<file path="src/uart_pkg.sv">
`default_nettype none

package uart_pkg;

  localparam int DEF_MAX_DATA_BITS = 8;
  localparam int DEF_COUNT_WIDTH   = 16;

  localparam int CFG_INDEX_W = 2;
  localparam int CFG_DATA_W  = 16;

  localparam logic [CFG_INDEX_W-1:0] REG_BIT_TICKS = 2'd0;
  localparam logic [CFG_INDEX_W-1:0] REG_DATA_BITS = 2'd1;
  localparam logic [CFG_INDEX_W-1:0] REG_STOP_BITS = 2'd2;

  localparam logic [15:0] RST_BIT_TICKS = 16'd16;
  localparam logic [3:0]  RST_DATA_BITS = 4'd8;
  localparam logic [1:0]  RST_STOP_BITS = 2'd1;

  localparam logic [3:0]  MIN_DATA_BITS = 4'd5;
  localparam logic [1:0]  MIN_STOP_BITS = 2'd1;
  localparam logic [1:0]  MAX_STOP_BITS = 2'd2;
  localparam logic [15:0] MIN_BIT_TICKS = 16'd2;

  typedef struct packed {
    logic [15:0] bit_ticks;
    logic [3:0]  char_len;
    logic [1:0]  stop_len;
  } cfg_t;

  typedef enum logic [1:0] {
    TX_IDLE  = 2'd0,
    TX_START = 2'd1,
    TX_DATA  = 2'd2,
    TX_STOP  = 2'd3
  } tx_phase_t;

  typedef enum logic [2:0] {
    RX_IDLE  = 3'd0,
    RX_START = 3'd1,
    RX_DATA  = 3'd2,
    RX_STOP  = 3'd3,
    RX_WAIT  = 3'd4
  } rx_phase_t;

  typedef struct packed {
    logic line;
    logic busy;
  } tx_result_t;

  typedef struct packed {
    logic       valid;
    logic [7:0] data;
    logic       frame_error;
  } rx_result_t;

endpackage

`default_nettype wire

</file>
<file path="src/uart_transceiver_top.sv">
`default_nettype none

// Full-duplex UART driven by timing ticks: every input transfer is one tick
// that carries the sampled receive line and an optional byte to send, and it
// produces exactly one result transfer with the transmit line level, the
// busy flag and any received byte for that tick. One tick is accepted in
// every clock cycle except while the output register is full and stalled, the
// only case in which the input side stalls; the result is registered as its
// tick is taken. Transmitter and receiver update their counters and shift
// registers combinationally. The receiver samples each data and stop bit at
// its middle tick, reports at the middle of the last stop bit, and after a
// low stop bit flags a frame error and waits for the line to return high.
// Configuration writes are taken at any time but should only be made while
// no tick is in flight; they take effect on the next tick.
module uart_transceiver_top #(
  parameter int MAX_DATA_BITS = uart_pkg::DEF_MAX_DATA_BITS,
  parameter int COUNT_WIDTH   = uart_pkg::DEF_COUNT_WIDTH
) (
  input  wire logic                             clk,
  input  wire logic                             rst,

  input  wire logic                             cfg_write,
  input  wire logic [uart_pkg::CFG_INDEX_W-1:0] cfg_index,
  input  wire logic [uart_pkg::CFG_DATA_W-1:0]  cfg_data,

  input  wire logic                             in_valid,
  output logic                                  in_stall,
  input  wire logic                             rx_line,
  input  wire logic                             tx_start,
  input  wire logic [7:0]                       tx_byte,

  output logic                                  out_valid,
  input  wire logic                             out_stall,
  output logic                                  tx_line,
  output logic                                  tx_busy,
  output logic                                  rx_valid,
  output logic [7:0]                            rx_byte,
  output logic                                  rx_frame_error
);
  import uart_pkg::*;

  cfg_t       cfg;
  logic       advance;
  tx_result_t tx_res;
  rx_result_t rx_res;

  always_ff @(posedge clk) begin
    if (rst) begin
      cfg.bit_ticks <= RST_BIT_TICKS;
      cfg.char_len  <= RST_DATA_BITS;
      cfg.stop_len  <= RST_STOP_BITS;
    end else if (cfg_write) begin
      case (cfg_index)
        REG_BIT_TICKS: cfg.bit_ticks <= cfg_data;
        REG_DATA_BITS: cfg.char_len  <= cfg_data[3:0];
        REG_STOP_BITS: cfg.stop_len  <= cfg_data[1:0];
        default: ;
      endcase
    end
  end

  assign in_stall = out_valid & out_stall;
  assign advance  = in_valid & ~in_stall;

  uart_tx #(
    .MAX_DATA_BITS (MAX_DATA_BITS),
    .COUNT_WIDTH   (COUNT_WIDTH)
  ) u_tx (
    .clk      (clk),
    .rst      (rst),
    .advance  (advance),
    .cfg      (cfg),
    .tx_start (tx_start),
    .tx_byte  (tx_byte),
    .result   (tx_res)
  );

  uart_rx #(
    .MAX_DATA_BITS (MAX_DATA_BITS),
    .COUNT_WIDTH   (COUNT_WIDTH)
  ) u_rx (
    .clk     (clk),
    .rst     (rst),
    .advance (advance),
    .cfg     (cfg),
    .rx_line (rx_line),
    .result  (rx_res)
  );

  always_ff @(posedge clk) begin
    if (rst) begin
      out_valid <= 1'b0;
    end else if (advance) begin
      out_valid <= 1'b1;
    end else if (!out_stall) begin
      out_valid <= 1'b0;
    end
  end

  always_ff @(posedge clk) begin
    if (advance) begin
      tx_line        <= tx_res.line;
      tx_busy        <= tx_res.busy;
      rx_valid       <= rx_res.valid;
      rx_byte        <= rx_res.data;
      rx_frame_error <= rx_res.frame_error;
    end
  end

endmodule

`default_nettype wire

</file>
<file path="src/uart_tx.sv">
`default_nettype none

module uart_tx #(
  parameter int MAX_DATA_BITS = uart_pkg::DEF_MAX_DATA_BITS,
  parameter int COUNT_WIDTH   = uart_pkg::DEF_COUNT_WIDTH
) (
  input  wire logic              clk,
  input  wire logic              rst,
  input  wire logic              advance,
  input  wire uart_pkg::cfg_t    cfg,
  input  wire logic              tx_start,
  input  wire logic [7:0]        tx_byte,
  output uart_pkg::tx_result_t   result
);
  import uart_pkg::*;

  localparam int TW = (COUNT_WIDTH > 16) ? COUNT_WIDTH : 16;

  logic [TW-1:0]          bt_w;
  logic [TW-1:0]          cmax_w;
  logic [TW-1:0]          t_w;
  logic [COUNT_WIDTH-1:0] ticks;
  logic [3:0]             dbits;
  logic [1:0]             sbits;

  tx_phase_t              phase, phase_next;
  logic [COUNT_WIDTH-1:0] tick_count, tick_count_next;
  logic [3:0]             bit_index, bit_index_next;
  logic [7:0]             shift, shift_next;
  logic [3:0]             idx_inc;

  assign bt_w   = TW'(cfg.bit_ticks);
  assign cmax_w = TW'({COUNT_WIDTH{1'b1}});

  always_comb begin
    t_w = bt_w;
    if (t_w < TW'(MIN_BIT_TICKS)) t_w = TW'(MIN_BIT_TICKS);
    if (t_w > cmax_w) t_w = cmax_w;
    ticks = t_w[COUNT_WIDTH-1:0];

    dbits = cfg.char_len;
    if (dbits < MIN_DATA_BITS) dbits = MIN_DATA_BITS;
    if (dbits > 4'(MAX_DATA_BITS)) dbits = 4'(MAX_DATA_BITS);

    sbits = cfg.stop_len;
    if (sbits < MIN_STOP_BITS) sbits = MIN_STOP_BITS;
    if (sbits > MAX_STOP_BITS) sbits = MAX_STOP_BITS;
  end

  always_comb begin
    phase_next      = phase;
    tick_count_next = tick_count;
    bit_index_next  = bit_index;
    shift_next      = shift;
    result.line     = 1'b1;
    result.busy     = 1'b0;

    // A request is taken only when idle; the start bit goes out on the same tick.
    if (phase == TX_IDLE && tx_start) begin
      phase_next      = TX_START;
      tick_count_next = '0;
      bit_index_next  = '0;
      shift_next      = tx_byte;
    end

    idx_inc = bit_index_next + 4'd1;

    if (phase_next != TX_IDLE) begin
      result.busy = 1'b1;
      case (phase_next)
        TX_START: result.line = 1'b0;
        TX_DATA: begin
          result.line = bit_index_next[3] ? 1'b0 : shift_next[bit_index_next[2:0]];
        end
        default: result.line = 1'b1;
      endcase

      tick_count_next = tick_count_next + 1'b1;
      if (tick_count_next >= ticks) begin
        tick_count_next = '0;
        case (phase_next)
          TX_START: begin
            phase_next     = TX_DATA;
            bit_index_next = '0;
          end
          TX_DATA: begin
            bit_index_next = idx_inc;
            if (idx_inc >= dbits) begin
              phase_next     = TX_STOP;
              bit_index_next = '0;
            end
          end
          default: begin
            bit_index_next = idx_inc;
            if (idx_inc >= 4'(sbits)) begin
              phase_next     = TX_IDLE;
              bit_index_next = '0;
            end
          end
        endcase
      end
    end
  end

  always_ff @(posedge clk) begin
    if (rst) begin
      phase      <= TX_IDLE;
      tick_count <= '0;
      bit_index  <= '0;
      shift      <= '0;
    end else if (advance) begin
      phase      <= phase_next;
      tick_count <= tick_count_next;
      bit_index  <= bit_index_next;
      shift      <= shift_next;
    end
  end

endmodule

`default_nettype wire

</file>
<file path="src/uart_rx.sv">
`default_nettype none

module uart_rx #(
  parameter int MAX_DATA_BITS = uart_pkg::DEF_MAX_DATA_BITS,
  parameter int COUNT_WIDTH   = uart_pkg::DEF_COUNT_WIDTH
) (
  input  wire logic              clk,
  input  wire logic              rst,
  input  wire logic              advance,
  input  wire uart_pkg::cfg_t    cfg,
  input  wire logic              rx_line,
  output uart_pkg::rx_result_t   result
);
  import uart_pkg::*;

  localparam int TW = (COUNT_WIDTH > 16) ? COUNT_WIDTH : 16;

  logic [TW-1:0]          bt_w;
  logic [TW-1:0]          cmax_w;
  logic [TW-1:0]          t_w;
  logic [COUNT_WIDTH-1:0] ticks;
  logic [3:0]             dbits;
  logic [1:0]             sbits;

  rx_phase_t              phase, phase_next;
  logic [COUNT_WIDTH-1:0] tick_count, tick_count_next;
  logic [3:0]             bit_index, bit_index_next;
  logic [7:0]             shift, shift_next;
  logic [3:0]             idx_inc;
  logic                   done;

  assign bt_w   = TW'(cfg.bit_ticks);
  assign cmax_w = TW'({COUNT_WIDTH{1'b1}});

  always_comb begin
    t_w = bt_w;
    if (t_w < TW'(MIN_BIT_TICKS)) t_w = TW'(MIN_BIT_TICKS);
    if (t_w > cmax_w) t_w = cmax_w;
    ticks = t_w[COUNT_WIDTH-1:0];

    dbits = cfg.char_len;
    if (dbits < MIN_DATA_BITS) dbits = MIN_DATA_BITS;
    if (dbits > 4'(MAX_DATA_BITS)) dbits = 4'(MAX_DATA_BITS);

    sbits = cfg.stop_len;
    if (sbits < MIN_STOP_BITS) sbits = MIN_STOP_BITS;
    if (sbits > MAX_STOP_BITS) sbits = MAX_STOP_BITS;
  end

  always_comb begin
    phase_next         = phase;
    tick_count_next    = tick_count;
    bit_index_next     = bit_index;
    shift_next         = shift;
    result.valid       = 1'b0;
    result.data        = '0;
    result.frame_error = 1'b0;
    done               = 1'b0;
    idx_inc            = '0;

    if (phase == RX_WAIT) begin
      if (rx_line) phase_next = RX_IDLE;
    end else begin
      if (phase == RX_IDLE && !rx_line) begin
        phase_next      = RX_START;
        tick_count_next = '0;
        bit_index_next  = '0;
        shift_next      = '0;
      end

      idx_inc = bit_index_next + 4'd1;

      if (phase_next == RX_START || phase_next == RX_DATA || phase_next == RX_STOP) begin
        // Every bit after the start bit is sampled at its middle tick.
        if (tick_count_next == (ticks >> 1)) begin
          if (phase_next == RX_DATA) begin
            if (!bit_index_next[3]) begin
              shift_next[bit_index_next[2:0]] = shift_next[bit_index_next[2:0]] | rx_line;
            end
          end else if (phase_next == RX_STOP) begin
            if (!rx_line) begin
              result.valid       = 1'b1;
              result.frame_error = 1'b1;
              result.data        = shift_next;
              phase_next         = RX_WAIT;
              done               = 1'b1;
            end else if (idx_inc >= 4'(sbits)) begin
              result.valid = 1'b1;
              result.data  = shift_next;
              phase_next   = RX_IDLE;
              done         = 1'b1;
            end
          end
        end

        if (!done) begin
          tick_count_next = tick_count_next + 1'b1;
          if (tick_count_next >= ticks) begin
            tick_count_next = '0;
            case (phase_next)
              RX_START: begin
                phase_next     = RX_DATA;
                bit_index_next = '0;
              end
              RX_DATA: begin
                bit_index_next = idx_inc;
                if (idx_inc >= dbits) begin
                  phase_next     = RX_STOP;
                  bit_index_next = '0;
                end
              end
              default: begin
                bit_index_next = idx_inc;
                if (idx_inc >= 4'(sbits)) begin
                  phase_next     = RX_IDLE;
                  bit_index_next = '0;
                end
              end
            endcase
          end
        end
      end
    end
  end

  always_ff @(posedge clk) begin
    if (rst) begin
      phase      <= RX_IDLE;
      tick_count <= '0;
      bit_index  <= '0;
      shift      <= '0;
    end else if (advance) begin
      phase      <= phase_next;
      tick_count <= tick_count_next;
      bit_index  <= bit_index_next;
      shift      <= shift_next;
    end
  end

endmodule

`default_nettype wire

</file>
<file path="config.mk">
export PLATFORM = sky130hd
export DESIGN_NAME = uart_transceiver_top
export DESIGN_NICKNAME = d
export VERILOG_FILES = /design/src/uart_pkg.sv /design/src/uart_transceiver_top.sv /design/src/uart_tx.sv /design/src/uart_rx.sv
export SDC_FILE = /design/constraint.sdc
export NUM_CORES = 1
export LEC_CHECK = 0
export BUFFER_PORTS_ARGS = -buffer_cell sky130_fd_sc_hd__buf_2
export CORE_UTILIZATION = 41
export DETAILED_ROUTE_END_ITERATION = 10
export SLEW_MARGIN = 20
export SYNTH_ARGS = -nofsm -noshare
export SYNTH_HDL_FRONTEND = slang
export SYNTH_SLANG_ARGS = --single-unit
</file>
<file path="constraint.sdc">
create_clock -name clk -period 10.2 [get_ports clk]
set_clock_uncertainty 0.2 [all_clocks]
set_input_delay 2.04 -clock clk [delete_from_list [all_inputs] [get_ports clk]]
set_output_delay 2.04 -clock clk [all_outputs]
set_load 0.01 [all_outputs]
</file>
* Yosys cells after proc, flatten, opt, wreduce, memory -nomap -nowiden
Cells that the tools add are included.
** Word-level totals
- Output and inout bits :: 14
- Register bits :: 96
- Input bits :: 33
- Logic and storage cells :: 153
** Operators by class
- Order comparisons :: 15
- Muxes and demuxes :: 80
- Reductions and logical operators :: 16
- $add $sub $neg :: 4
- Bitwise logic cells :: 8
- Eq/ne operators :: 13
** Operator list (number)
- $mux W16 :: 10
- $mux W4 :: 14
- $mux W8 :: 7
- $mux W3 :: 16
- $add A16 B1 Y16 const B :: 2
- $ge A16 B16 Y1 :: 2
- $mux W9 :: 2
- $eq A16 B15 Y1 :: 1
- $gt A16 B16 Y1 const B :: 1
- $lt A16 B2 Y1 const B :: 1
- $pmux W4 S2 :: 2
- $mux W1 :: 15
- $mux W2 :: 7
- $reduce_and A2 Y1 :: 5
- $eq A3 B2 Y1 const B :: 3
- $add A4 B1 Y4 const B :: 2
- $bwmux W8 :: 1
- $ge A4 B2 Y1 :: 2
- $ge A4 B4 Y1 :: 2
- $lt A3 B4 Y1 const B :: 2
- $bmux W1 S3 :: 2
- $eq A3 B1 Y1 const B :: 2
- $pmux W3 S2 :: 1
- $not A1 Y1 :: 5
- 22 further kinds :: 29

* Logic depth before layout (Yosys ltp)
Gate-level depths: netlist of the first run.
- Depth after elaboration :: 19
- Depth in mapped cells :: 23
- Mapped depth without buffers :: 18

* Modules after synthesis
From an unflattened synthesis of the first run, not the netlist that was laid out.
** Unflattened totals
- Cell total of the unflattened synthesis :: 840
- Area total of the unflattened synthesis :: 6911.6 um^2
** Modules (own cells, without submodules)
- uart_rx :: instances 1, area an instance 3164.3 um^2, seq. area each 620.6 um^2, cells each 428
- uart_tx :: instances 1, area an instance 2376.0 um^2, seq. area each 600.6 um^2, cells each 302
- uart_transceiver_top :: instances 1, area an instance 1371.3 um^2, seq. area each 820.8 um^2, cells each 110

* Least setup slack after synthesis of the first run
No wires, ideal clock.
- Path kind :: input to register
- From :: input rx_line
- To :: register u_rx.bit_index[0]
- Arrival :: 5994 ps
- Setup time :: 58 ps
- Data required time :: 9942 ps
- Stages on the path :: 21
- Setup slack :: 3948 ps
- Cells stage by stage :: or4_4 -> buf_6 -> clkbuf_1 -> and2_1 -> ha_1 -> and3_1 -> and4_1 -> nand4_1 -> nor2_1 -> nand3_1 -> xor2_1 -> nor2_1 -> ha_1 -> nand4_1 -> nor4_1 -> a21o_1 -> clkbuf_1 -> clkbuf_1 -> nand2_1 -> nor4_1 -> o21a_1
** On the way
- Cells in the longest elaborated chain, start to end :: 18
- Elaborated cells on any way between the ends :: 41
- Those cells by class :: add/sub (2); order compare (3); eq/ne (6); mux (26); reduce/logical (4)
** Ends and longest elaborated chain
- from (decl) :: line uart_transceiver_top.sv:28 : input wire logic rx_line,
- $logic_not A1 Y1 :: line uart_rx.sv:64 : if (phase == RX_IDLE && !rx_line) begin
- $logic_and A1 B1 Y1 :: line uart_rx.sv:64
- $mux W4 :: line uart_rx.sv:64
- $mux W4 :: line uart_rx.sv:61 : if (phase == RX_WAIT) begin
- $add A4 B1 Y4 :: line uart_rx.sv:71 : idx_inc = bit_index_next + 4'd1;
- $ge A4 B2 Y1 :: line uart_rx.sv:87, uart_rx.sv:114
- $mux W3 :: line uart_rx.sv:87 : end else if (idx_inc >= 4'(sbits)) begin
- $mux W3 :: line uart_rx.sv:81 : if (!rx_line) begin
- [2 not listed]
- $mux W3 :: line uart_rx.sv:75 : if (tick_count_next == (ticks >> 1)) begin
- $mux W3 :: line uart_rx.sv:73 : if (phase_next == RX_START || phase_next == RX_DATA || phase_next == RX_STOP) begin
- $mux W3 :: line uart_rx.sv:61
- $eq A3 B2 Y1 / $eq A3 B1 Y1 (equally long branches) :: line uart_rx.sv:100 : case (phase_next)
- $pmux W4 S2 :: line uart_rx.sv:100
- $mux W4 :: line uart_rx.sv:98 : if (tick_count_next >= ticks) begin
- $mux W4 :: line uart_rx.sv:96 : if (!done) begin
- $mux W4 * :: line uart_rx.sv:73
- to (signal assigned) :: line uart_rx.sv:135 : bit_index <= bit_index_next;
- to (decl) :: line uart_rx.sv:27 : logic [3:0] bit_index, bit_index_next;
Every way passes the cells marked *; elsewhere a longest branch is shown, timed or not. The select of a mux whose other input is x is not followed.
A chain may end at the register's enable or synchronous reset.

* Final worst setup path of the first run
- From :: input rx_line
- To :: register u_rx.bit_index[1]
The elaborated chain is that of the path after synthesis.

==> results of run 1 <==
[placed cells by master (no fill, tap or decap), types with 10 or more instances in the layout]
cell type and n:
sky130_fd_sc_hd__a21o_1 16, sky130_fd_sc_hd__a21oi_1 59, sky130_fd_sc_hd__a22o_1 10, sky130_fd_sc_hd__a22oi_1 15, sky130_fd_sc_hd__and2_1 14, sky130_fd_sc_hd__buf_2 46
sky130_fd_sc_hd__dfxtp_1 83, sky130_fd_sc_hd__edfxtp_1 12, sky130_fd_sc_hd__ha_1 48, sky130_fd_sc_hd__inv_1 33, sky130_fd_sc_hd__nand2_1 102, sky130_fd_sc_hd__nand3_1 19
sky130_fd_sc_hd__nand4_1 10, sky130_fd_sc_hd__nor2_1 76, sky130_fd_sc_hd__nor3_1 16, sky130_fd_sc_hd__nor4_1 11, sky130_fd_sc_hd__o21ai_0 25, sky130_fd_sc_hd__xnor2_1 16
sky130_fd_sc_hd__xor2_1 21
[area by class of cell]
| type | instances | area (um^2) | area share |
|---|---|---|---|
| multi-input cells | 594 | 3960 | 0.575 |
| flip-flops and latches | 95 | 2020 | 0.293 |
| repair buffers | 51 | 268 | 0.0389 |
| clock buffers | 11 | 233 | 0.0338 |
| well taps | 184 | 230 | 0.0334 |
| inverters | 33 | 124 | 0.0180 |
| clock inverters | 5 | 50.0 | 0.00726 |
[stage by stage]
step	instance area [um^2]	utilization	cells	hold slack [ns]
after floorplan	6260	-	761	0.233
after global placement	6600	0.449	957	0.244
after detailed placement	6600	0.449	957	0.251
after CTS	6890	0.468	973	0.260
after global routing	6890	0.469	973	0.289
final	6890	0.469	973	0.259
[sequential cells by signal, summed over array words and instances (netlist names)]
| register | count |
|---|---|
| cfg | 21 |
| u_rx.tick_count | 16 |
| u_tx.tick_count | 16 |
| rx_byte | 8 |
| u_rx.shift | 8 |
| u_tx.shift | 8 |
| u_rx.bit_index | 4 |
| u_tx.bit_index | 4 |
| u_rx.phase | 3 |
| u_tx.phase | 2 |
| out_valid | 1 |
| rx_frame_error | 1 |
| rx_valid | 1 |
| tx_busy | 1 |
| tx_line | 1 |
[cells by family after synthesis]
group | after synthesis | synth area share
muxes | 14 | 0.0306
buffers and inverters | 72 | 0.0482
adders and majority gates | 48 | 0.0960
and+or+nand+nor | 308 | 0.247
DFF | 95 | 0.323
xor gates and xnor gates | 37 | 0.0518
AOI/OAI and AO/OA | 187 | 0.204
[worst min-delay path: stages (launching register included)]
cell and delay (ns):
sky130_fd_sc_hd__dfxtp_1 0.31, sky130_fd_sc_hd__nand2_1 0.05, sky130_fd_sc_hd__a21oi_1 0.05
[how the worst max path moves through the flow]
stage,from,endpoint,cells past startpoint,slack [ns]
after floorplan,rx_line,u_rx.bit_index[0],21,3.95
after global placement,rx_line,u_rx.bit_index[1],18,3.48
after detailed placement,rx_line,u_rx.bit_index[1],18,3.34
after CTS,rx_line,u_rx.bit_index[1],18,3.69
after global routing,rx_line,u_rx.bit_index[1],18,3.23
final,rx_line,u_rx.bit_index[1],18,3.59
[power groups by stage]
stage / clock network (uW) / registers (uW) / logic (uW)
after floorplan: 0 / 403 / 79.7
after global placement: 0 / 405 / 109
after detailed placement: 0 / 406 / 112
after CTS: 343 / 397 / 112
after global routing: 358 / 398 / 124
final: 335 / 397 / 113
[routing by layer]
metal | GRT usage | up-vias | wire, um
met5 | 0 | - | 0
met4 | 0.103 | 0 | 416
met3 | 0.0351 | 36 | 768
met2 | 0.345 | 186 | 7710
met1 | 0.282 | 2653 | 7520
li1 | - | 2794 | -
==> results.txt, run 1 <==
- Of the total power, combinational logic draws 0.133.
* Leakage Power: 0.00273 uW
* Half-perimeter wire length of the detailed placement result: 12,200 um
* Largest stage delay, worst path: 0.56 ns
- Post-synth ARST share: 0
- Number of distinct library cell variants in the gate-level netlist after synthesis: 72
* CTS hold repair buffers: 0
* Gate Count Post-Synth: 761
- Maximum fanout along the worst path: 22
- In this run the vertical extent of the chip is 126 um.
- Setup slack of the worst register-to-register path: 4.73 ns
- Counting every net in the synthesized netlist gives 842.
* Required @ worst endpoint: 10.27 ns
- Number of hold-slack violations in the final timing report: 0
* Routed via count: 5,669
- Total Power Consumption: 845 uW
- Drt via density: 5.83
* Die area: 0.0158 mm^2
- 0 antenna diodes ended up in the layout.
- Counting the buffers created by CTS gives 9.
- Antenna-violating nets left: 0
- R2r startpoint: u_rx.phase[2]
* CTS tree: done
- Clock power frac: 0.397
- The clock net in this run drives a total of 95 sinks.
- Switching share of power: 0.273
- The core region is 0.0147 mm^2.
- Synthesized area divided by synthesized cell count: 8.22 um^2
- Global route overflow: 0
- Entering global routing, the biggest net connects 63 pins.
- Layout cells sized above 1: 0.119
- Static timing analysis puts the maximum clock frequency at 151 MHz.
* Max-slew violation count: 0
* Post-route clock period utilization: 0.648
- Worst Setup End Kind: register
- Worst-skew pair later-pin latency: 0.36 ns
* Drt total wl: 16,400 um
* Mean routed wirelength per cell: 16.9 um
* First-pass iteration count of the detailed router: 8
* Number of failing setup endpoints in the final timing report: 0
- Hold path endpoint: u_tx.shift[7]
* Relative contribution of sequential cells to total power: 0.470
* Family of cells with the greatest summed delay on the critical path: simple AND/OR/NAND/NOR gates
* Flip-flop cell with the highest count after synthesis: sky130_fd_sc_hd__dfxtp_1
- Counting cells, the worst reg-to-reg path comes to 17.
- In this run the critical register-to-register path is captured at u_rx.bit_index[1].
- In the post-route analysis, the smallest setup slack over all paths is 3.59 ns.
* Combined area of all synthesized cells: 0.00626 mm^2
- In this run the horizontal extent of the chip is 126 um.
* Total of cells resized after clock tree synthesis: 0
* Most common cell in the synthesized netlist: sky130_fd_sc_hd__nand2_1
- Counting flops with a built-in enable in the synthesized netlist gives 12.
- Setup bufs post-CTS: 0
- Clock-pin slew of the registers on the worst-case setup and hold paths: 0.07 ns
- Placement Rows: 44
- After the first detailed-routing iteration, the DRC count stood at 488.
- Time the final worst path needs with I/O delays and setup: 6.61 ns
* Count of boundary I/O pins: 47
- The layout has 1,430 filler cells.
* Launching element type of the critical path: input port
* RSZ-0062 raised after global routing: no
- CTS Root Buffer Type: sky130_fd_sc_hd__clkbuf_16
- The critical path in this run is classified as input port to register.
- Across the run, the number of max-cap violations was 0.
* Hold Path Cell Cnt: 2
- First-pass GRT wire length: 27,100 um
- The clock passes through at most 2 buffers.
- After synthesis, the cell types taking the most area are sky130_fd_sc_hd__dfxtp_1 27%, sky130_fd_sc_hd__ha_1 9.6%, sky130_fd_sc_hd__nand2_1 6.1%, sky130_fd_sc_hd__edfxtp_1 5.8%, sky130_fd_sc_hd__a21oi_1 4.7%.
- In this run the tightest slew margin relative to its limit is 0.322.
- Post-synthesis cell type with the largest combined area: sky130_fd_sc_hd__dfxtp_1
* Port Buf Inserts: 46
- Cell Chain, Critical Path: buf_2, or4_4, and2_1, ha_1, and3_1, and4_1, nand4_1, nor2_1, nand3_1, xor2_1, nor2_1, ha_1, nand4_1, nor4_1, a21o_1, nand3_1, or3_1, a211oi_1
* Slew @ Worst Pin: 1.01 ns
* Outcome: finished, violations left
- Number of flip-flops and latches in the synthesized netlist: 95
* Net switching power: 230 uW
- The area growth from synthesis to layout is 10.1%.
* H-Tree Depth: 3
- Crit path buf inv count: 1
- At the worst endpoint, the arrival time is 6.68 ns.
* Initial antenna violation count: 0
- NumNets Final: 865
* Internal power component: 615 uW
- Sum of negative setup slack: 0 ns
* Failing checks: DRC
- Most common library cells after synthesis: 102 x sky130_fd_sc_hd__nand2_1, 83 x sky130_fd_sc_hd__dfxtp_1, 76 x sky130_fd_sc_hd__nor2_1
- OpenSTA, run right after detailed placement, puts the worst setup slack at 3.34 ns.
* Maximum vdd drop: 0.0000834 V
* Tightest Hold Check Type: register to register
* Top-area cell type share of the netlist area: 0.265
- Number of remaining DRC errors: 4
- All-Layer GR Usage: 0.216
- The number of global-route vias before repair is 5,359.
* Initial cell density of the core: 0.426
* Final weighted congestion of routability-driven global placement: 0.901
- Start point of the worst hold path: u_tx.shift[7]
- The slowest stage of the critical path is the sky130_fd_sc_hd__a21o_1 cell.
- Number of warning messages in the yosys log: 0
- The share of the Yosys chip area taken by registers is 0.323.
- Power density cells: 123 mW/mm^2
Power figures use the tool's default switching activity.
==> run 2: changes to the inputs <==
Settings changed: ABC_AREA from default to 1.
Clock period 10.2 ns to 6.6 ns, I/O delays scaled along.
==> run 2 against run 1 <==
The run now ends clean. Sequential power is 69% higher. Combinational power grew to 5.4 times the previous value. Sequential share of layout area is 3.4 points lower. Largest cell class unchanged. Critical path type unchanged. Hold slack better by 0.0075 ns. Critical path depth is 8 higher. Total power is 120% higher.
==> results.txt, run 2 <==
- Number of remaining DRC errors: 0 (was 4)
- The maximum number of pins on one net before global-route repair is 55 (was 63).
* Port Buf Inserts: 46 (unchanged)
* Final hold slack: 0.267 ns (was 0.259 ns)
- The average cell area after synthesis was 6.42 um^2 (was 8.22 um^2).
- The flop-to-flop setup slack is 2.00 ns (was 4.73 ns).
* Largest registers ranked by flip-flop count: cfg (21), u_rx.tick_count (16), u_tx.tick_count (16) (unchanged)
- Start point of the worst hold path: cfg[2] (was u_tx.shift[7])
- Layout cells sized above 1: 0.0827 (was 0.119)
- Count of boundary I/O pins: 47 (unchanged)
* Number of failing setup endpoints in the final timing report: 0 (unchanged)
* Diodes inserted: 0 (unchanged)
- The number of placement rows was 47 (was 44).
- Most used cells in the layout excluding fill and tap cells: 244 x sky130_fd_sc_hd__nand2_1, 156 x sky130_fd_sc_hd__inv_1, 131 x sky130_fd_sc_hd__nor2_1, 91 x sky130_fd_sc_hd__a21oi_1, 83 x sky130_fd_sc_hd__dfxtp_1 (was 102 x sky130_fd_sc_hd__nand2_1, 83 x sky130_fd_sc_hd__dfxtp_1, 76 x sky130_fd_sc_hd__nor2_1, 59 x sky130_fd_sc_hd__a21oi_1, 48 x sky130_fd_sc_hd__ha_1)
- The number of routed nets with antenna violations was 0 (unchanged).
- The buffer levels on the longest clock path came to 2 (unchanged).
- The final instance area was 0.00778 mm^2 (was 0.00689 mm^2).
* Final weighted congestion of routability-driven global placement: 0.987 (was 0.901)
- Layout Area Growth over Synthesis: 10.1% (about the same)
- Hold path endpoint: cfg[2] (was u_tx.shift[7])
- Post-synthesis cell type with the largest combined area: sky130_fd_sc_hd__dfxtp_1 (unchanged)
- The post-CTS setup buffer count was 0 (unchanged).
* Total of cells resized after clock tree synthesis: 0 (unchanged)
* Worst reg-to-reg path cell count: 26 (was 17)
- Worst slew margin: 0.479 (was 0.322)
- The chip width was 133 um (was 126 um).
* Max-Cap Viols: 0 (unchanged)
- Chip height: 133 um (was 126 um)
- The H-tree depth reported by CTS is 3 (unchanged).
* Leakage Power: 0.00370 uW (was 0.00273 uW)
* Seq/Total Area, Yosys: 0.286 (was 0.323)
* Worst Setup End Kind: register (unchanged)
- Highest-delay cell along the critical path: sky130_fd_sc_hd__nor2_1 (was sky130_fd_sc_hd__a21o_1)
- Required @ worst endpoint: 6.69 ns (was 10.27 ns)
* Post-route clock period utilization: 0.787
- Slew @ Worst Pin: 0.775 ns (was 1.01 ns)
- Synthesized net count: 1,182 (was 842)
- Dominant cells by area after synthesis: sky130_fd_sc_hd__dfxtp_1 24%, sky130_fd_sc_hd__nand2_1 13%, sky130_fd_sc_hd__ha_1 8.5%, sky130_fd_sc_hd__inv_1 8.3%, sky130_fd_sc_hd__nor2_1 7.0% (was sky130_fd_sc_hd__dfxtp_1 27%, sky130_fd_sc_hd__ha_1 9.6%, sky130_fd_sc_hd__nand2_1 6.1%, sky130_fd_sc_hd__edfxtp_1 5.8%, sky130_fd_sc_hd__a21oi_1 4.7%)
- The quantity of hold-fixing buffers added after cts is 0 (unchanged).
* Outcome: finished clean (was finished, violations left)
* Hold Path Cell Cnt: 2 (unchanged)
- The detailed-router iteration count before antenna repair is 8 (unchanged).
* Number of distinct library cell variants in the gate-level netlist after synthesis: 43 (was 72)
- Largest stage delay, worst path: 0.32 ns (was 0.56 ns)
* Most common cell in the synthesized netlist: sky130_fd_sc_hd__nand2_1 (unchanged)
- All-Layer GR Usage: 0.236 (was 0.216)
- For the finished layout, the period the worst path requires is 5.20 ns.
- Crit-path most repeated cell: sky130_fd_sc_hd__nand2_1
* Number of enable-type register cells in the synthesized netlist: 12 (unchanged)
* NumNets Final: 1,212 (was 865)
- The most frequent standard cell in the layout excluding fill and tap cells is sky130_fd_sc_hd__nand2_1 (unchanged).
- Clock-pin slew of the registers on the worst-case setup and hold paths: 0.07 ns (about the same)
- The peak supply drop is 0.000126 V (was 0.0000834 V).
* Placement-stage cell area: 0.00746 mm^2 (was 0.00660 mm^2)
- The power per cell area came to 240 mW/mm^2 (was 123 mW/mm^2).
- The area of the die came to 0.0178 mm^2 (was 0.0158 mm^2).
- Initial cell density of the core: 0.423 (was 0.426)
- The register containing the most flip-flops in the final layout was cfg (unchanged).
- The number of max-slew violations in the final report is 0 (unchanged).
* Drt total wl: 20,200 um (was 16,400 um)
* Mean routed wirelength per cell: 14.9 um (was 16.9 um)
- Sink count of the clock tree: 95 (unchanged)
- First-pass GRT wire length: 33,300 um (was 27,100 um)
* Routed via count: 7,139 (was 5,669)
* Maximum fanout along the worst path: 17 (was 22)
- Number of global-route vias before repair: 6,435 (was 5,359)
* Max FFs per register: 21 (unchanged)
- Data arrival, critical path: 5.28 ns (was 6.68 ns)
* Top-area cell type share of the netlist area: 0.235 (was 0.265)
* Global route overflow: 0 (unchanged)
* Capture instance of the worst register-to-register path: u_tx.bit_index[1] (was u_rx.bit_index[1])
* Number of flip-flops and latches in the synthesized netlist: 95 (unchanged)
- The startpoint class of the critical path is an input port (unchanged).
- The critical setup path kind was input port to register (unchanged).
- Fill cell count: 1,842 (was 1,430)
- The HPWL after detailed placement is 15,500 um (was 12,200 um).
- Combined area of all synthesized cells: 0.00707 mm^2 (was 0.00626 mm^2)
- Fmax: 192 MHz
- Gate Count Post-Synth: 1,101 (was 761)
- The initial antenna violation count is 0 (unchanged).
- The placement-stage worst setup slack came to 1.01 ns (was 3.34 ns).
- The path class of the lowest-slack min-delay path was register to register (unchanged).
- R2r startpoint: u_tx.phase[0] (was u_rx.phase[2])
- Sum of negative setup slack: 0 ns (unchanged)
- Worst-skew pair later-pin latency: 0.36 ns (about the same)
* Number of hold-slack violations in the final timing report: 0 (unchanged)
- CTS Root Buffer Type: sky130_fd_sc_hd__clkbuf_16 (unchanged)
- Most common library cells after synthesis: 244 x sky130_fd_sc_hd__nand2_1, 156 x sky130_fd_sc_hd__inv_1, 132 x sky130_fd_sc_hd__nor2_1 (was 102 x sky130_fd_sc_hd__nand2_1, 83 x sky130_fd_sc_hd__dfxtp_1, 76 x sky130_fd_sc_hd__nor2_1).
- The via count normalized by instance count was 5.26 (was 5.83).
- RSZ-0062 raised after global routing: no (unchanged)
- The leading register cell type out of synthesis is sky130_fd_sc_hd__dfxtp_1 (unchanged).
- The CTS tree was done (unchanged).
* CORE AREA: 0.0167 mm^2 (was 0.0147 mm^2)
* Number of warning messages in the yosys log: 0 (unchanged)
* Slack of the critical path: 1.40 ns (was 3.59 ns)
- The number of clock buffers inserted by TritonCTS was 9 (unchanged).
- The share of flip-flops with an asynchronous set or reset after synthesis is 0 (unchanged).
- DRT iter0 DRCs: 477 (was 488)
run 2: power breakdown:
group	internal (uW)	total [uW]	switching (uW)
registers	634	672	37.5
clock network	333	583	250
logic	190	611	421
run 2: cell families (layout without fill, tap and decap cells):
| kind of cell | Yosys count | count (layout) | synth area share |
|---|---|---|---|
| and+or+nand+nor | 527 | 527 | 0.325 |
| xor gates and xnor gates | 26 | 26 | 0.0322 |
| DFF | 95 | 95 | 0.286 |
| AOI/OAI and AO/OA | 208 | 208 | 0.160 |
| adders and majority gates | 48 | 48 | 0.0850 |
| buffers and inverters | 196 | 231 | 0.111 |
| muxes | 1 | 1 | 0.00142 |
run 2: cell type report:
| type | count | area, um^2 | share of cell area |
|---|---|---|---|
| Multi-Input combinational cell | 810 | 4270 | 0.549 |
| Sequential cell | 95 | 2020 | 0.260 |
| Inverter | 162 | 608 | 0.0782 |
| Tap cell | 220 | 275 | 0.0354 |
| Clock inverter | 7 | 95.1 | 0.0122 |
| Clock buffer | 9 | 225 | 0.0290 |
| Timing Repair Buffer | 53 | 283 | 0.0364 |
run 2: metrics by stage:
step	cells	utilization	power [uW]
final	1356	0.466	1870
after global placement	1340	0.447	1290
after floorplan	1101	-	1130
after global routing	1356	0.466	1980
after detailed placement	1340	0.447	1290
after CTS	1356	0.466	1870
run 2: how the worst max path moves through the flow:
stage | cells after the start | end | slack, ns | from
after floorplan | 25 | u_tx.tick_count[10] | 1.88 | tx_start
after global placement | 26 | u_tx.bit_index[1] | 1.02 | tx_start
after detailed placement | 26 | u_tx.bit_index[1] | 1.01 | tx_start
after CTS | 26 | u_tx.bit_index[1] | 1.36 | tx_start
after global routing | 26 | u_tx.bit_index[1] | 0.85 | tx_start
final | 26 | u_tx.bit_index[1] | 1.40 | tx_start
run 2: routing by layer:
layer / share of wire / global-route usage / wire length (um) / vias to the layer above
li1: - / - / - / 3686
met5: 0 / 0 / 0 / -
met1: 0.49 / 0.332 / 9880 / 3204
met4: 0.028 / 0.0966 / 561 / 0
met2: 0.43 / 0.370 / 8760 / 213
met3: 0.050 / 0.0213 / 1010 / 36
run 2: worst max-delay path: cells and delay by family:
family	cells	cell delay (ns)
adders and majority gates	2	0.52
buffers and inverters	6	0.79
and+or+nand+nor	13	1.90
xor gates and xnor gates	1	0.14
AOI/OAI and AO/OA	4	0.57
